## src/rtl/core/ihp_ram.sv

```systemverilog
// Generic single-write, single-read RAM with registered read data.
module ihp_ram #(
    parameter int WIDTH = 8,
    parameter int DEPTH = 16
) (
    input  logic                     aclk,
    input  logic                     we,
    input  logic [$clog2(DEPTH)-1:0] waddr,
    input  logic [WIDTH-1:0]         wdata,
    input  logic [$clog2(DEPTH)-1:0] raddr,
    output logic [WIDTH-1:0]         rdata
);

    logic [WIDTH-1:0] mem [DEPTH];
    logic [WIDTH-1:0] rdata_reg;

    always_ff @(posedge aclk) begin
        if (we) begin
            mem[waddr] <= wdata;
        end
        rdata_reg <= mem[raddr];
    end

    assign rdata = rdata_reg;

endmodule

```

## config.mk

```make
export PLATFORM = sky130hd
export DESIGN_NAME = ihp_ram
export DESIGN_NICKNAME = d
export VERILOG_FILES = /design/src/rtl/core/ihp_ram.sv
export SDC_FILE = /design/constraint.sdc
export NUM_CORES = 1
export LEC_CHECK = 0
export BUFFER_PORTS_ARGS = -buffer_cell sky130_fd_sc_hd__buf_4
export CAP_MARGIN = 0
export CORE_MARGIN = 5
export CORE_UTILIZATION = 54
export DETAILED_ROUTE_END_ITERATION = 6
export PLACE_DENSITY = 0.71
export SYNTH_ARGS = -nofsm -noshare
export SYNTH_HDL_FRONTEND = slang
export SYNTH_SLANG_ARGS = --single-unit
```

## constraint.sdc

```tcl
create_clock -name aclk -period 1.8 [get_ports aclk]
set_clock_uncertainty 0.05 [all_clocks]
set_input_delay 0.36 -clock aclk [delete_from_list [all_inputs] [get_ports aclk]]
set_output_delay 0.36 -clock aclk [all_outputs]
set_load 0.005 [all_outputs]
```

After elaboration in Yosys (flattened, before gate mapping)
Memories as Yosys holds them, arrays and structs flattened. A register that Yosys moved wholly into a read port is not among the register bits.
Index checks and enable logic that the tools add are counted.
{"block": "word_totals", "ramBits": 128, "mem_count": 1, "in_bits": 18, "latchBits": 0, "reg_bits": 0, "mem_bits_ro": 0, "output_inout_bits": 8}
{"block": "op_classes", "shifts": 0, "bitwise": 0, "n_mul": 0, "n_addsub": 0, "n_reduce_logical": 0, "eq_ne": 0, "n_div": 0, "n_lt_le_gt_ge": 0, "n_mux": 2}
{"name": "mem", "depth": 16, "word_bits": 8, "read_ports": 1, "rd_ports_with_merged_regs": 1, "write_ports": 1, "line_no": "14", "rtl": "logic [WIDTH-1:0] mem [DEPTH];"}
{"cell": "$mux W1", "count": 2}

Logic depth before layout (Yosys ltp)
{"block": "logic_depth", "ltp_word": 2, "mapped_depth": 5, "depth_no_buf": 3}

Worst setup path before layout
OpenSTA, ideal clock, no wires.
{"block": "synth_path", "kind": "input to register", "startpoint": "input waddr[2]", "endpoint": "memory mem[0][0] (enable)", "setup_time_ps": 383, "required_ps": 1367, "slack_ps": -103, "stages": 2, "arrival_time_ps": 1470, "path_cell_list": "or3b_2 nor3_1"}
{"item": "start: declaration", "line_no": "8", "rtl": "input logic [$clog2(DEPTH)-1:0] waddr,"}
{"item": "end: declaration", "line_no": "14"}
No word-level cell before the write port.

==> flow_summary.ini <==
[setup_path]
timing.rr.start = mem[1][0]$_DFFE_PP_
path_cells = mux4_1 -> a22oi_1 -> nand2_1
critical_path_class = flop to flop
critPathMaxStageDelay_ns = 0.50
r2r_end = rdata[0]$_DFF_P_
worst-r2r-cell-count = 3
cp_top_family = multiplexers
critPathBufInv = 0
worst_setup_path_start_kind = flop
cp-end-kind = flop
worstPathMaxFanout = 1
critPathArrivalTime_ns = 1.79
cp.required_ns = 2.13
cp_slowest_cell = mux4_1
worst-r2r-setup-slack_ns = 0.34

[synthesis]
synth_ff_type = edfxtp_1
ys_top_cells_by_count = 128 x edfxtp_1, 18 x mux4_2, 16 x a22oi_1
yosys.area.top_type = edfxtp_1
ys_seq_area_share_pct = 77.8
yosysMostFrequentCell = edfxtp_1
synth_top_family_by_area = multiplexers
synth_edf_count = 128
synthMuxAreaShare_pct = 15.0
synthesis.instances = 229
synth-compound-area-share_pct = 2.33
yosys.area_share.xor_xnor_pct = 0
netlist_area_mm2 = 0.00515
yosysTopAreaCellShare_pct = 74.7
synth-simple-area-share_pct = 3.18
syn_area_per_cell_um2 = 22.5
synth_adder_area_share_pct = 0
postSynth.asyncResetShare_pct = 0
synthTopCellsByArea = edfxtp_1 75%, mux4_2 7.9%, mux4_1 7.1%
ys_ff_latch = 136
synthesis.nets = 247
ys_warn_count = 0
ys_types = 19

[sta]
hold_viol = 0
setup_violations = 0
fin_crit_ns = 1.46
worst_pin_slew_ns = 0.418
drv_slew = 0
period_share_pct = 81.2
slew_headroom_pct = 72.1
hold_slack_ns = 0.0941
clock.fmax_mhz = 684
rsz0062_at_grt = no

[clock_tree]
postCtsHoldBufs = 0
htree_levels = 4
root_buffer = clkbuf_8
cts_tree = built
cts_buffers = 17
cts_resized = 0
clk_pin_slew_worst_paths_ns = 0.06
clk_latency_ns = 0.51
clock_path_buffers = 2
cts.sink_count = 136
postCtsSetupBuffers = 0

[pwr]
power_frac_comb_pct = 5.0
p_sw_mw = 1.49
p_per_area_mw_per_mm2 = 1170
p_seq_share_pct = 48.6
max-vdd-ir-drop_uv = 744
p_leak_nw = 2.17
switching_share_pct = 20.4
clkPwrFrac_pct = 46.5
total_power_mw = 7.33
intPower_mw = 5.84

[finish]
design_area_mm2 = 0.00626
layout.nets = 310
n_antenna_cell = 0
synthToLayoutAreaGrowth_pct = 21.6
largest_reg_flops = 128
drive_above_1_share_pct = 34.1
n_fill_cell = 616

[routing]
routed_via_density = 5.71
postRouteAntennaNets = 0
remaining_drc_errors = 0
routed-via-count = 2477
drt-total-wl_um = 9700
first_pass_iters = 4
drtIter0Drc = 150
routedWlPerCell_um = 22.3

[grt]
grt_max_degree = 18
grt_pass1_vias = 2568
grt_usage_pct = 18.4
antenna_found_initial = 0
gr-total-overflow = 0
grt_pass1_wl_um = 14900

[worst_hold_path]
min_from = wdata[2]
hold_end = mem[4][2]$_DFFE_PP_
whs_path_depth = 1
hp-class = input pin to flop

[run_status]
status = finished clean

[floorplan]
rows = 35
core_mm2 = 0.00928
dieArea_mm2 = 0.0116
initial_core_util_pct = 55.4
dieHeight_um = 108
pin_count = 26
die_w_um = 108

[placed_design]
portBuffers = 25
dp_hpwl_um = 6430
gp_congestion = 0.717
place_area_mm2 = 0.00567

[run]
max-cap-violations = 0
## metrics by stage
stage               TNS (ns)  worst slack, ns  std cells  utilization (%)
floorplan                  0            0.124        229                -
global placement     -0.0695          -0.0695        402             61.1
detailed placement    -0.123          -0.0881        402             61.1
CTS                        0            0.334        434             67.4
global route               0            0.310        434             67.4
finish                     0            0.339        434             67.4
## worst max path at each step
| stage | cells after the start | slack, ns | start | to |
|---|---|---|---|---|
| final | 3 | 0.34 | mem[1][0]$_DFFE_PP_ | rdata[0]$_DFF_P_ |
| after global routing | 3 | 0.31 | mem[1][0]$_DFFE_PP_ | rdata[0]$_DFF_P_ |
| after CTS | 1 | 0.33 | rdata[3]$_DFF_P_ | rdata[3] |
| after detailed placement | 5 | -0.09 | raddr[0] | rdata[3]$_DFF_P_ |
| after global placement | 5 | -0.07 | raddr[0] | rdata[3]$_DFF_P_ |
| after floorplan | 2 | 0.12 | waddr[2] | mem[3][0]$_DFFE_PP_ |
## layer usage
layer,track usage [%],share of wire [%],routed length (µm),vias to the layer above
li1,-,-,-,1099
met1,25.0,44,4290,1303
met2,29.3,50,4880,68
met3,4.32,4.3,413,7
met4,7.03,1.2,113,0
met5,0,0,0,-
## final cells by class
| type | count | area (µm²) | area share (%) |
|---|---|---|---|
| well taps | 129 | 161 | 2.58 |
| flip-flops and latches | 136 | 4000 | 63.9 |
| clock buffers | 18 | 418 | 6.67 |
| multi-input cells | 83 | 1060 | 17.0 |
| clock inverters | 14 | 173 | 2.76 |
| repair buffers | 54 | 443 | 7.07 |
## power by group through the flow
stage                     registers [mW]  logic (mW)  clock network, mW
after floorplan                     3.62       0.180                  0
after global placement              3.63       0.358                  0
after detailed placement            3.63       0.368                  0
after CTS                           3.56       0.368               3.44
after global routing                3.57       0.393               3.60
final                               3.56       0.363               3.41
## cells in the final DEF (no fill, tap or decap)
cell        Yosys  layout
a22oi_1        16      16
and2_1          1       1
and2b_1         1       1
buf_12          0       3
buf_4           1      51
bufinv_16       0       3
clkbuf_1        0       1
clkbuf_16       0      16
clkbuf_8        0       1
clkinv_1        0       1
clkinv_2        0       2
clkinv_4        0       3
clkinvlp_4      0       1
dfxtp_1         8       8
edfxtp_1      128     128
inv_6           0       4
mux4_1         14      14
mux4_2         18      18
nand2_1         9       9
nand2b_1        2       2
nand3_1         1       1
nand3b_1        2       2
nor2_1         13      13
nor2b_1         1       1
nor3_1          4       3
nor3_2          0       1
or3b_2          1       1
## logic make-up after synthesis
group / after synthesis
DFF: 136
and+or+nand+nor: 35
muxes: 32
AOI/OAI and AO/OA: 16
buffers and inverters: 10
Power figures use the tool's default switching activity.
