==> config.mk <==
export PLATFORM = sky130hd
export DESIGN_NAME = ihp_cmp
export DESIGN_NICKNAME = d
export VERILOG_FILES = /design/src/rtl/core/ihp_cmp.sv
export SDC_FILE = /design/constraint.sdc
export NUM_CORES = 1
export LEC_CHECK = 0
export ABC_AREA = 0
export BUFFER_PORTS_ARGS = -buffer_cell sky130_fd_sc_hd__buf_2
export CAP_MARGIN = 15
export CELL_PAD_IN_SITES_DETAIL_PLACEMENT = 1
export CELL_PAD_IN_SITES_GLOBAL_PLACEMENT = 2
export CORE_UTILIZATION = 21
export DETAILED_ROUTE_END_ITERATION = 8
export PLACE_DENSITY_LB_ADDON = 0.1
export SLEW_MARGIN = 25
export SYNTH_ARGS = -nofsm -noshare
export SYNTH_HDL_FRONTEND = slang
export SYNTH_SLANG_ARGS = --single-unit
==> constraint.sdc <==
create_clock -name vclk -period 5.5
set_clock_uncertainty 0.2 [all_clocks]
set_input_delay 1.1 -clock vclk [all_inputs]
set_output_delay 1.1 -clock vclk [all_outputs]
set_load 0.005 [all_outputs]
==> src/rtl/core/ihp_cmp.sv <==
// Shared signed key comparator.
module ihp_cmp #(
    parameter int WIDTH = 32
) (
    input  logic [WIDTH-1:0] a,
    input  logic [WIDTH-1:0] b,
    output logic             lt
);

    // signed less-than: flip the sign bits and compare unsigned
    assign lt = {~a[WIDTH-1], a[WIDTH-2:0]} < {~b[WIDTH-1], b[WIDTH-2:0]};

endmodule

# After elaboration in Yosys (flattened, before gate mapping)
# Cells that the tools add are included.
[totals]
reg_bits = 0
output_inout_bits = 1
inputBits = 64
word_cells = 3
[classes]
n_bitwise = 2
order_cmp = 1
[op_table]
columns = ["cell", "count"]
rows = [
  ["$lt A32 B32 Y1", 1],
  ["$not A1 Y1", 2],
]

# Depth between registers and ports, before layout
# Gate-level depths: netlist of run 1.
[depth]
word_depth = 2
depth_mapped = 7
mapped_depth_nobuf = 7

# Least setup slack after synthesis of run 1
# No wires, ideal clock.
[synth_timing]
kind = "input -> output"
from = "input b[1]"
to = "output lt"
arrival_ps = 2376
stages = 6
slack_ps = 1824
cell_sequence = "inv_1 ha_1 a2111oi_4 nor4b_1 or4_1 a21oi_1"
[synth_via]
elab_chain_len = 1
[synth_rtl]
columns = ["item", "line", "text"]
rows = [
  ["start: declaration", "6", "input logic [WIDTH-1:0] b,"],
  ["$lt A32 B32 Y1", "11", "assign lt = {~a[WIDTH-1], a[WIDTH-2:0]} < {~b[WIDTH-1], b[WIDTH-2:0]};"],
  ["end: declaration", "7", "output logic lt"],
]
# No other way between the ends.

# Worst setup path in the final report of run 1
[layout_timing]
from = "input a[1]"
to = "output lt"
[layout_via]
elab_chain_len = 1
[layout_rtl]
columns = ["item", "line", "text"]
rows = [
  ["start: declaration", "5", "input logic [WIDTH-1:0] a,"],
  ["$lt A32 B32 Y1", "11", ""],
]
# No other way between the ends.

==> results of run 1 <==
## how the worst max path moves through the flow
stage / from / end / slack (ns)
6_report: a[1] / lt / 1.57
5_1_grt: b[1] / lt / 1.45
4_1_cts: a[1] / lt / 1.53
3_5_place_dp: a[1] / lt / 1.54
3_3_place_gp: a[1] / lt / 1.55
2_1_floorplan: b[1] / lt / 1.82
## where the power goes
| group | total [mW] | internal (mW) | switching (mW) |
|---|---|---|---|
| clock network | 0 | 0 | 0 |
| registers | 0 | 0 | 0 |
| logic | 0.0747 | 0.0408 | 0.0339 |
| total | 0.0747 | 0.0408 | 0.0339 |
## cell usage in the layout (no fill, tap or decap)
cell        n
a21boi_0    1
and4_1      2
a221oi_1    2
nor4b_1     1
inv_1      31
nand4_1     2
a21oi_1    11
buf_2      65
a21o_1      2
nand2_1    10
nor2_1      4
ha_1       31
nand3_1     2
o21ai_0     4
or4_1       1
a2111oi_4   1
o21a_1      2
o2bb2ai_1   1
nor3_1      1
nand2b_4    1
## tightest hold or removal path, cell delays in order
cell	delay [ns]
buf_2	0.08
ha_1	0.12
or4_1	0.10
a21oi_1	0.05
buf_2	0.12
## layout make-up
class,count,area (um2)
Tap cell,48,60.1
Multi-Input combinational cell,79,682
Inverter,31,116
Fill cell,512,2480
Timing Repair Buffer,65,325
## routing by layer
layer | up-vias | routed length, um | part of all wire
li1 | 508 | - | -
met1 | 406 | 989 | 0.46
met2 | 34 | 1030 | 0.48
met5 | - | 0 | 0
met3 | 0 | 119 | 0.056
met4 | 0 | 0 | 0
## metrics by stage
step                      hold slack [ns]  cell area (um2)  setup WS (ns)  power [mW]
final                                2.48             1180           1.57      0.0747
after global routing                 2.55             1180           1.45      0.0879
after CTS                            2.50             1180           1.53      0.0770
after detailed placement             2.50             1180           1.54      0.0763
after global placement               2.49             1180           1.55      0.0730
after floorplan                      2.26              798           1.82      0.0412
## kinds of logic after synthesis
kind of cell               count (synthesis)  share of synthesized area
adders and majority gates                 31                      0.486
buffers and inverters                     31                      0.146
and+or+nand+nor                           24                      0.160
AOI/OAI and AO/OA                         24                      0.208
==> reports/metrics.yaml, run 1 <==
hp-class: "input port to output port"
grtUsageMet1: 0.149
start_kind: "input port"
ctsHoldBuffers: 0
grtUsageMet2: 0.191
fp-row-count: 22
crit_type: "input port to output port"
netlist.area_leader.share: 0.486
grt_pass1_wl_um: 3660
avgSynthCellArea_um2: 7.26
finalHoldViolCount: 0
dr_total_vias: 948
gr-max-usage-layer: "met2"
yosysWarnings: 0
synthToLayoutAreaGrowth_pct: 48.3
diodes: 0
grt-ovfl-total: 0
grt.total_usage: 0.107
fin_crit_sh: 0.715
yosysTopAreaCell: "ha_1"
finalCriticalPeriod_ns: 3.93
max-cap-violations: 0
wire_per_inst_um: 9.59
worstHoldStart: "a[15]"
die_y_um: 63.7
grt_max_degree: 4
fin_util: 0.323
n_clock_buffer: 0
grt_pass1_vias: 913
outcome: "finished clean"
nets: 272
critPathCaptureType: "output port"
whs_endpoint: "lt"
drive_gt1_frac: 0.383
core_mm2: 0.00366
max_slew_margin: 0.828
p_leak_nw: 0.760
seq_cells: 0
cp_slowest_cell: "or4_1"
dieArea_mm2: 0.00405
postSynthCellCount: 110
netlist_area_um2: 798
crit_fanout: 1
p_per_area_mw_per_mm2: 63.1
start_util: 0.218
fin_cells: 223
worst_slew_pin_slew_ns: 0.255
cpPeakStageDelay_ns: 0.48
path_buf_inv: 2
slew_viol_final: 0
worst_ir_drop_vdd_v: 0.0000184
gp_congestion: 0.632
grt_use_met3: 0.00543
io_pins: 65
io_buffers: 65
rsz0062_at_grt: "false"
route.detailed.drc: 0
worst_hold_path.num_cells: 5
synth_area_leaders: "ha_1 49%, inv_1 15%, a21oi_1 6.9%, nand2_1 4.7%, a2111oi_4 3.4%"
die_x_um: 63.7
worstSetupPathDepth: 7
required_ns: 4.20
clock.fmax_ghz: 0.254
tns_ns: 0
crit_top_cell: "buf_2"
setup_viol: 0
firstDrtPassIters: 3
wl_um: 2140
post_cts_buffers: 0
critPathTopFamily: "simple AND/OR/NAND/NOR gates"
seq_area_frac_synth: 0
cp_cell_sequence: "buf_2 -> ha_1 -> a2111oi_4 -> nor4b_1 -> or4_1 -> a21oi_1 -> buf_2"
cts.repair.resized: 0
regArea_um2: 0
viasPerCell: 4.25
yosysUniqueCellTypes: 19
placed_cells: 223
synth_top_cells_by_count: "31 x ha_1, 31 x inv_1, 11 x a21oi_1"
ant_nets: 0
drtIter0Drc: 6
antenna_found_initial: 0
syn_nets: 205
dpl.hpwl_um: 2110
arrival_ns: 2.63
(Power assumes the default switching activity.)
==> run 2: changes to the inputs <==
--- a/config.mk
+++ b/config.mk
@@ -5,12 +5,12 @@
 export SDC_FILE = /design/constraint.sdc
 export NUM_CORES = 1
 export LEC_CHECK = 0
-export ABC_AREA = 0
+export ABC_AREA = 1
 export BUFFER_PORTS_ARGS = -buffer_cell sky130_fd_sc_hd__buf_2
 export CAP_MARGIN = 15
 export CELL_PAD_IN_SITES_DETAIL_PLACEMENT = 1
 export CELL_PAD_IN_SITES_GLOBAL_PLACEMENT = 2
-export CORE_UTILIZATION = 21
+export CORE_UTILIZATION = 19
 export DETAILED_ROUTE_END_ITERATION = 8
 export PLACE_DENSITY_LB_ADDON = 0.1
 export SLEW_MARGIN = 25
==> constraint.sdc (replaced) <==
create_clock -name vclk -period 3.9
set_clock_uncertainty 0.2 [all_clocks]
set_input_delay 0.78 -clock vclk [all_inputs]
set_output_delay 0.78 -clock vclk [all_outputs]
set_load 0.005 [all_outputs]
==> run 2 against run 1 <==
Cell count up 9.9%. Core utilization shrank 2.7 points. Total power increased by 43%. Setup slack worse by 0.56 ns. Die area grew 13%. Non-clock buffer count unchanged. Via count is 7.3% higher. Synthesized cell count up 18%. Largest cell class unchanged. Largest power group unchanged. First-iteration DRC count is 67% higher. Highest routed layer unchanged. Global-route usage down 0.99 points. Sequential share of layout area did not move. Critical path depth rose by 2.
==> reports/metrics.yaml, run 2 <==
regArea_um2: 0  # unchanged
synthToLayoutAreaGrowth_pct: 47.5
viasPerCell: 4.15  # -2.4%
critPathCaptureType: "output port"
yosys.area_share.simple: 0.219  # +0.0595
gp_congestion: 0.638  # +0.95%
required_ns: 2.92  # -1.28 ns
synth_area_leaders: "ha_1 48%, inv_1 17%, nand2_1 12%, a21oi_1 8.0%, nor2_1 3.7%"
fp-row-count: 23  # +4.5%
setup_viol: 0  # unchanged
grt_pass1_wl_um: 3660  # -0.16%
outcome: "finished clean"
syn_nets: 225  # +9.8%
final_common_cell: "buf_2"
p_leak_nw: 0.819  # +7.7%
yosysTopAreaCell: "ha_1"
die_y_um: 67.5  # +6.1%
yosysUniqueCellTypes: 14  # -5
layout_common_cells: "65 x buf_2, 37 x inv_1, 31 x ha_1"
wl_um: 2190  # +2.3%
total_power_mw: 0.107  # +43%
yosysMostFrequentCell: "inv_1"
max_slew_margin: 0.859  # +0.0315
startpoint: "a[27]"
start_util: 0.201  # -0.0170
fin_crit_sh: 0.742
dpl.hpwl_um: 2160  # +2.2%
dieArea_mm2: 0.00456  # +13%
synth_top_cells_by_count: "37 x inv_1, 31 x ha_1, 27 x nand2_1"
avgSynthCellArea_um2: 6.28  # -14%
netlist_area_um2: 816  # +2.2%
grt.total_usage: 0.0974  # -0.00994
netlist.area_leader.share: 0.475  # -0.0104
nets: 292  # +7.4%
die_x_um: 67.5  # +6.1%
worstSetupEndpoint: "lt"
hp-class: "input port to output port"
post_cts_buffers: 0  # unchanged
core_mm2: 0.00406  # +11%
yosysWarnings: 0  # unchanged
worst_ir_drop_vdd_v: 0.0000254  # +38%
arrival_ns: 1.91  # -0.72 ns
diodes: 0  # unchanged
slew_viol_final: 0  # unchanged
drtIter0Drc: 10  # +4
p_per_area_mw_per_mm2: 89.1  # +41%
fin_util: 0.297  # -0.0267
worstHoldStart: "b[31]"
io_pins: 65  # unchanged
grt_max_degree: 4  # unchanged
ctsHoldBuffers: 0  # unchanged
tns_ns: 0  # unchanged
grt_pass1_vias: 991  # +8.5%
finalHoldViolCount: 0  # unchanged
io_buffers: 65  # unchanged
synth_adder_area_share: 0.475  # -0.0104
clock.fmax_ghz: 0.346
ant_nets: 0  # unchanged
grt-ovfl-total: 0  # unchanged
finalCriticalPeriod_ns: 2.89
crit_fanout: 2  # +1
synth_compound_area_frac: 0.135  # -0.0735
worst_slew_pin_slew_ns: 0.209  # -0.0459 ns
n_clock_buffer: 0  # unchanged
rsz0062_at_grt: "false"
max-cap-violations: 0  # unchanged
postSynthCellCount: 130  # +18%
cts.repair.resized: 0  # unchanged
crit_type: "input port to output port"
dr_total_vias: 1017  # +7.3%
synth_top_family_by_area: "adder cells"
synth_mux_area_frac: 0  # unchanged
seq_cells: 0  # unchanged
seq_area_frac_synth: 0  # unchanged
start_kind: "input port"
drive_gt1_frac: 0.354  # -0.0290
firstDrtPassIters: 4  # +1
antenna_found_initial: 0  # unchanged
wire_per_inst_um: 8.93  # -6.9%
synth_xor_xnor_area_share: 0  # unchanged
route.detailed.drc: 0  # unchanged
## run 2: final cells by class
class | instances | area [um2]
Fill cell | 557 | 2850
Multi-Input combinational cell | 93 | 677
Timing Repair Buffer | 65 | 325
Inverter | 37 | 139
Tap cell | 50 | 62.6
## run 2: worst min-delay path by stage
| stage | endpoint | slack, ns | cells past startpoint |
|---|---|---|---|
| 2_1_floorplan | lt | 1.70 | 6 |
| 3_5_place_dp | lt | 1.95 | 8 |
| 3_3_place_gp | lt | 1.95 | 8 |
| 4_1_cts | lt | 1.95 | 8 |
| 5_1_grt | lt | 2.03 | 8 |
| 6_report | lt | 1.94 | 8 |
## run 2: logic make-up (layout without fill, tap and decap cells)
logic type	after synthesis	in the layout
buf+inv	37	102
compound gates	20	20
fa+ha+maj	31	31
simple gates	42	42
## run 2: stage by stage
step                cell area, um2  hold WS (ns)  worst slack, ns  std cells
floorplan                      816          1.70             1.31        130
global placement              1200          1.95             1.02        245
detailed placement            1200          1.95            0.981        245
CTS                           1200          1.95            0.975        245
global route                  1200          2.03            0.836        245
finish                        1200          1.94             1.01        245
## run 2: where the power goes
| part | leakage, nW | internal (mW) | switching [mW] |
|---|---|---|---|
| logic | 0.819 | 0.0559 | 0.0513 |
| clock network | 0 | 0 | 0 |
| registers | 0 | 0 | 0 |
## run 2: worst max-delay path, cell delays in order
cell and delay (ns):
buf_2 0.10, ha_1 0.30, a21oi_1 0.17, o21a_1 0.14, nor2_1 0.04, nor2_1 0.10, nand2_1 0.07, a21oi_2 0.09
buf_2 0.12
## run 2: per-layer routing
| layer | up-vias | share of wire | GRT usage |
|---|---|---|---|
| met3 | 0 | 0.072 | 0.00507 |
| met1 | 438 | 0.40 | 0.109 |
| li1 | 544 | - | - |
| met4 | 0 | 0 | 0 |
| met2 | 35 | 0.53 | 0.205 |
| met5 | - | 0 | 0 |
==> run 3: changes to the inputs <==
--- a/config.mk
+++ b/config.mk
@@ -5,12 +5,12 @@
 export SDC_FILE = /design/constraint.sdc
 export NUM_CORES = 1
 export LEC_CHECK = 0
-export ABC_AREA = 1
+export ABC_AREA = 0
 export BUFFER_PORTS_ARGS = -buffer_cell sky130_fd_sc_hd__buf_2
 export CAP_MARGIN = 15
 export CELL_PAD_IN_SITES_DETAIL_PLACEMENT = 1
 export CELL_PAD_IN_SITES_GLOBAL_PLACEMENT = 2
-export CORE_UTILIZATION = 19
+export CORE_UTILIZATION = 18
 export DETAILED_ROUTE_END_ITERATION = 8
 export PLACE_DENSITY_LB_ADDON = 0.1
 export SLEW_MARGIN = 25
==> constraint.sdc (replaced) <==
create_clock -name vclk -period 2.6
set_clock_uncertainty 0.2 [all_clocks]
set_input_delay 0.52 -clock vclk [all_inputs]
set_output_delay 0.52 -clock vclk [all_outputs]
set_load 0.005 [all_outputs]
==> run 3 against run 2 <==
The run now ends with setup timing left. Sequential share of layout area unchanged. Die area grew 3.2%. Critical path depth shrank 2.
==> reports/metrics.yaml, run 3 (synthesis gave the netlist of run 1 again) <==
outcome: "finished with violations"
failed_checks: "setup timing"
crit_type: "input port to output port"
nets: 275  # -5.8%
dieArea_mm2: 0.00471  # +3.2%
pwr-share-comb: 1.000  # about the same
tns_ns: -0.121  # -0.121 ns
dr_total_vias: 980  # -3.6%
grt_pass1_wl_um: 3710  # +1.3%
cpPeakStageDelay_ns: 0.47  # +0.17 ns
grt.total_usage: 0.0990  # +0.00156
synthToLayoutAreaGrowth_pct: 62.2
clkPwrFrac: 0  # unchanged
start_util: 0.194  # -0.00707
n_clock_buffer: 0  # unchanged
seq_cells: 0  # unchanged
crit_fanout: 1  # -1
drive_gt1_frac: 0.466  # +0.112
required_ns: 1.88  # -1.04 ns
gp_congestion: 0.630  # -1.3%
grt_max_degree: 4  # unchanged
ctsHoldBuffers: 0  # unchanged
rsz0062_at_grt: "true"
finalCriticalPeriod_ns: 2.72
drtIter0Drc: 1  # -9
wl_um: 2320  # +6.2%
pre_cts_ws_ns: -0.190  # -1.17 ns
max_slew_margin: 0.813  # -0.0465
worst_ir_drop_vdd_v: 0.0000402  # +58%
io_pins: 65  # unchanged
swShare: 0.450  # -0.0287
post_cts_buffers: 0  # unchanged
max-cap-violations: 0  # unchanged
regArea_um2: 0  # unchanged
final_common_cell: "buf_2"
critPathCaptureType: "output port"
antenna_found_initial: 0  # unchanged
viasPerCell: 4.30  # +3.5%
die_x_um: 68.6  # +1.6%
slew_viol_final: 0  # unchanged
p_int_mw: 0.0995  # +78%
p_per_area_mw_per_mm2: 140  # +57%
dpl.hpwl_um: 2250  # +4.3%
setup_ws_ns: -0.121  # -1.13 ns
clock.fmax_ghz: 0.368
hp-class: "input port to output port"
arrival_ns: 2.00  # +0.09 ns
die_y_um: 68.6  # +1.6%
fp-row-count: 23  # unchanged
core_mm2: 0.00412  # +1.4%
finalHoldViolCount: 0  # unchanged
grt-ovfl-total: 0  # unchanged
worst_slew_pin_slew_ns: 0.281  # +0.0720 ns
p_switching_mw: 0.0814  # +59%
crit_top_cell: "buf_2"
io_buffers: 65  # unchanged
diodes: 0  # unchanged
cp_slowest_cell: "or4_1"
firstDrtPassIters: 2  # -2
layout_common_cells: "64 x buf_2, 29 x inv_1, 27 x ha_1"
cp_cell_sequence: "buf_2 -> ha_4 -> a2111oi_4 -> nor4b_2 -> or4_1 -> a21oi_1 -> buf_2"
wire_per_inst_um: 10.2  # +14%
fin_crit_sh: 1.05
seqPwrFrac: 0  # unchanged
grt_pass1_vias: 981  # -1.0%
p_leak_nw: 0.779  # -4.9%
path_buf_inv: 2  # unchanged
route.detailed.drc: 0  # unchanged
start_kind: "input port"
critPathTopFamily: "simple AND/OR/NAND/NOR gates"
setup_viol: 1  # +1
ant_nets: 0  # unchanged
## run 3: changes by cell type in the layout (fill, tap and decap cells not counted), moves of 2 or more
cell,change
and4_1,+2
a21oi_1,-4
inv_1,-8
inv_2,+2
buf_4,+3
ha_1,-4
nor2_1,-5
a21o_1,+2
nand2_1,-18
ha_4,+4
## run 3: final timing paths
kind              startpoint  to  slack [ns]  depth (start not counted)
hold / removal         a[15]  lt        1.33                          5
setup / recovery        a[1]  lt       -0.12                          7
## run 3: what timing repair did
action / in CTS / in global routing
resized for setup: 3 / 11
setup endpoints to repair: 1 / 1
pin swaps: 1 / 2
## run 3: metal layers
metal / up-vias / global-route usage / share of wire
met2: 34 / 0.216 / 0.53
met1: 432 / 0.107 / 0.40
met4: 0 / 0 / 0
met3: 0 / 0.00493 / 0.064
li1: 514 / - / -
met5: - / 0 / 0
## run 3: final cells by class
type / instances / area, um2
well taps: 50 / 62.6
inverters: 31 / 116
repair buffers: 68 / 354
multi-input cells: 79 / 762
fillers: 535 / 2820
## run 3: stage by stage
stage	hold slack (ns)	power (mW)	cell area (um2)	instances	utilization
floorplan	1.10	0.0872	798	110	-
global placement	1.32	0.161	1210	228	0.294
detailed placement	1.34	0.167	1210	228	0.294
CTS	1.34	0.175	1250	228	0.303
global route	1.37	0.212	1290	228	0.315
finish	1.33	0.181	1290	228	0.315
## run 3: power by group through the flow
| stage | clock network, mW | logic [mW] | registers, mW |
|---|---|---|---|
| 6_report | 0 | 0.181 | 0 |
| 5_1_grt | 0 | 0.212 | 0 |
| 4_1_cts | 0 | 0.175 | 0 |
| 3_5_place_dp | 0 | 0.167 | 0 |
| 3_3_place_gp | 0 | 0.161 | 0 |
| 2_1_floorplan | 0 | 0.0872 | 0 |
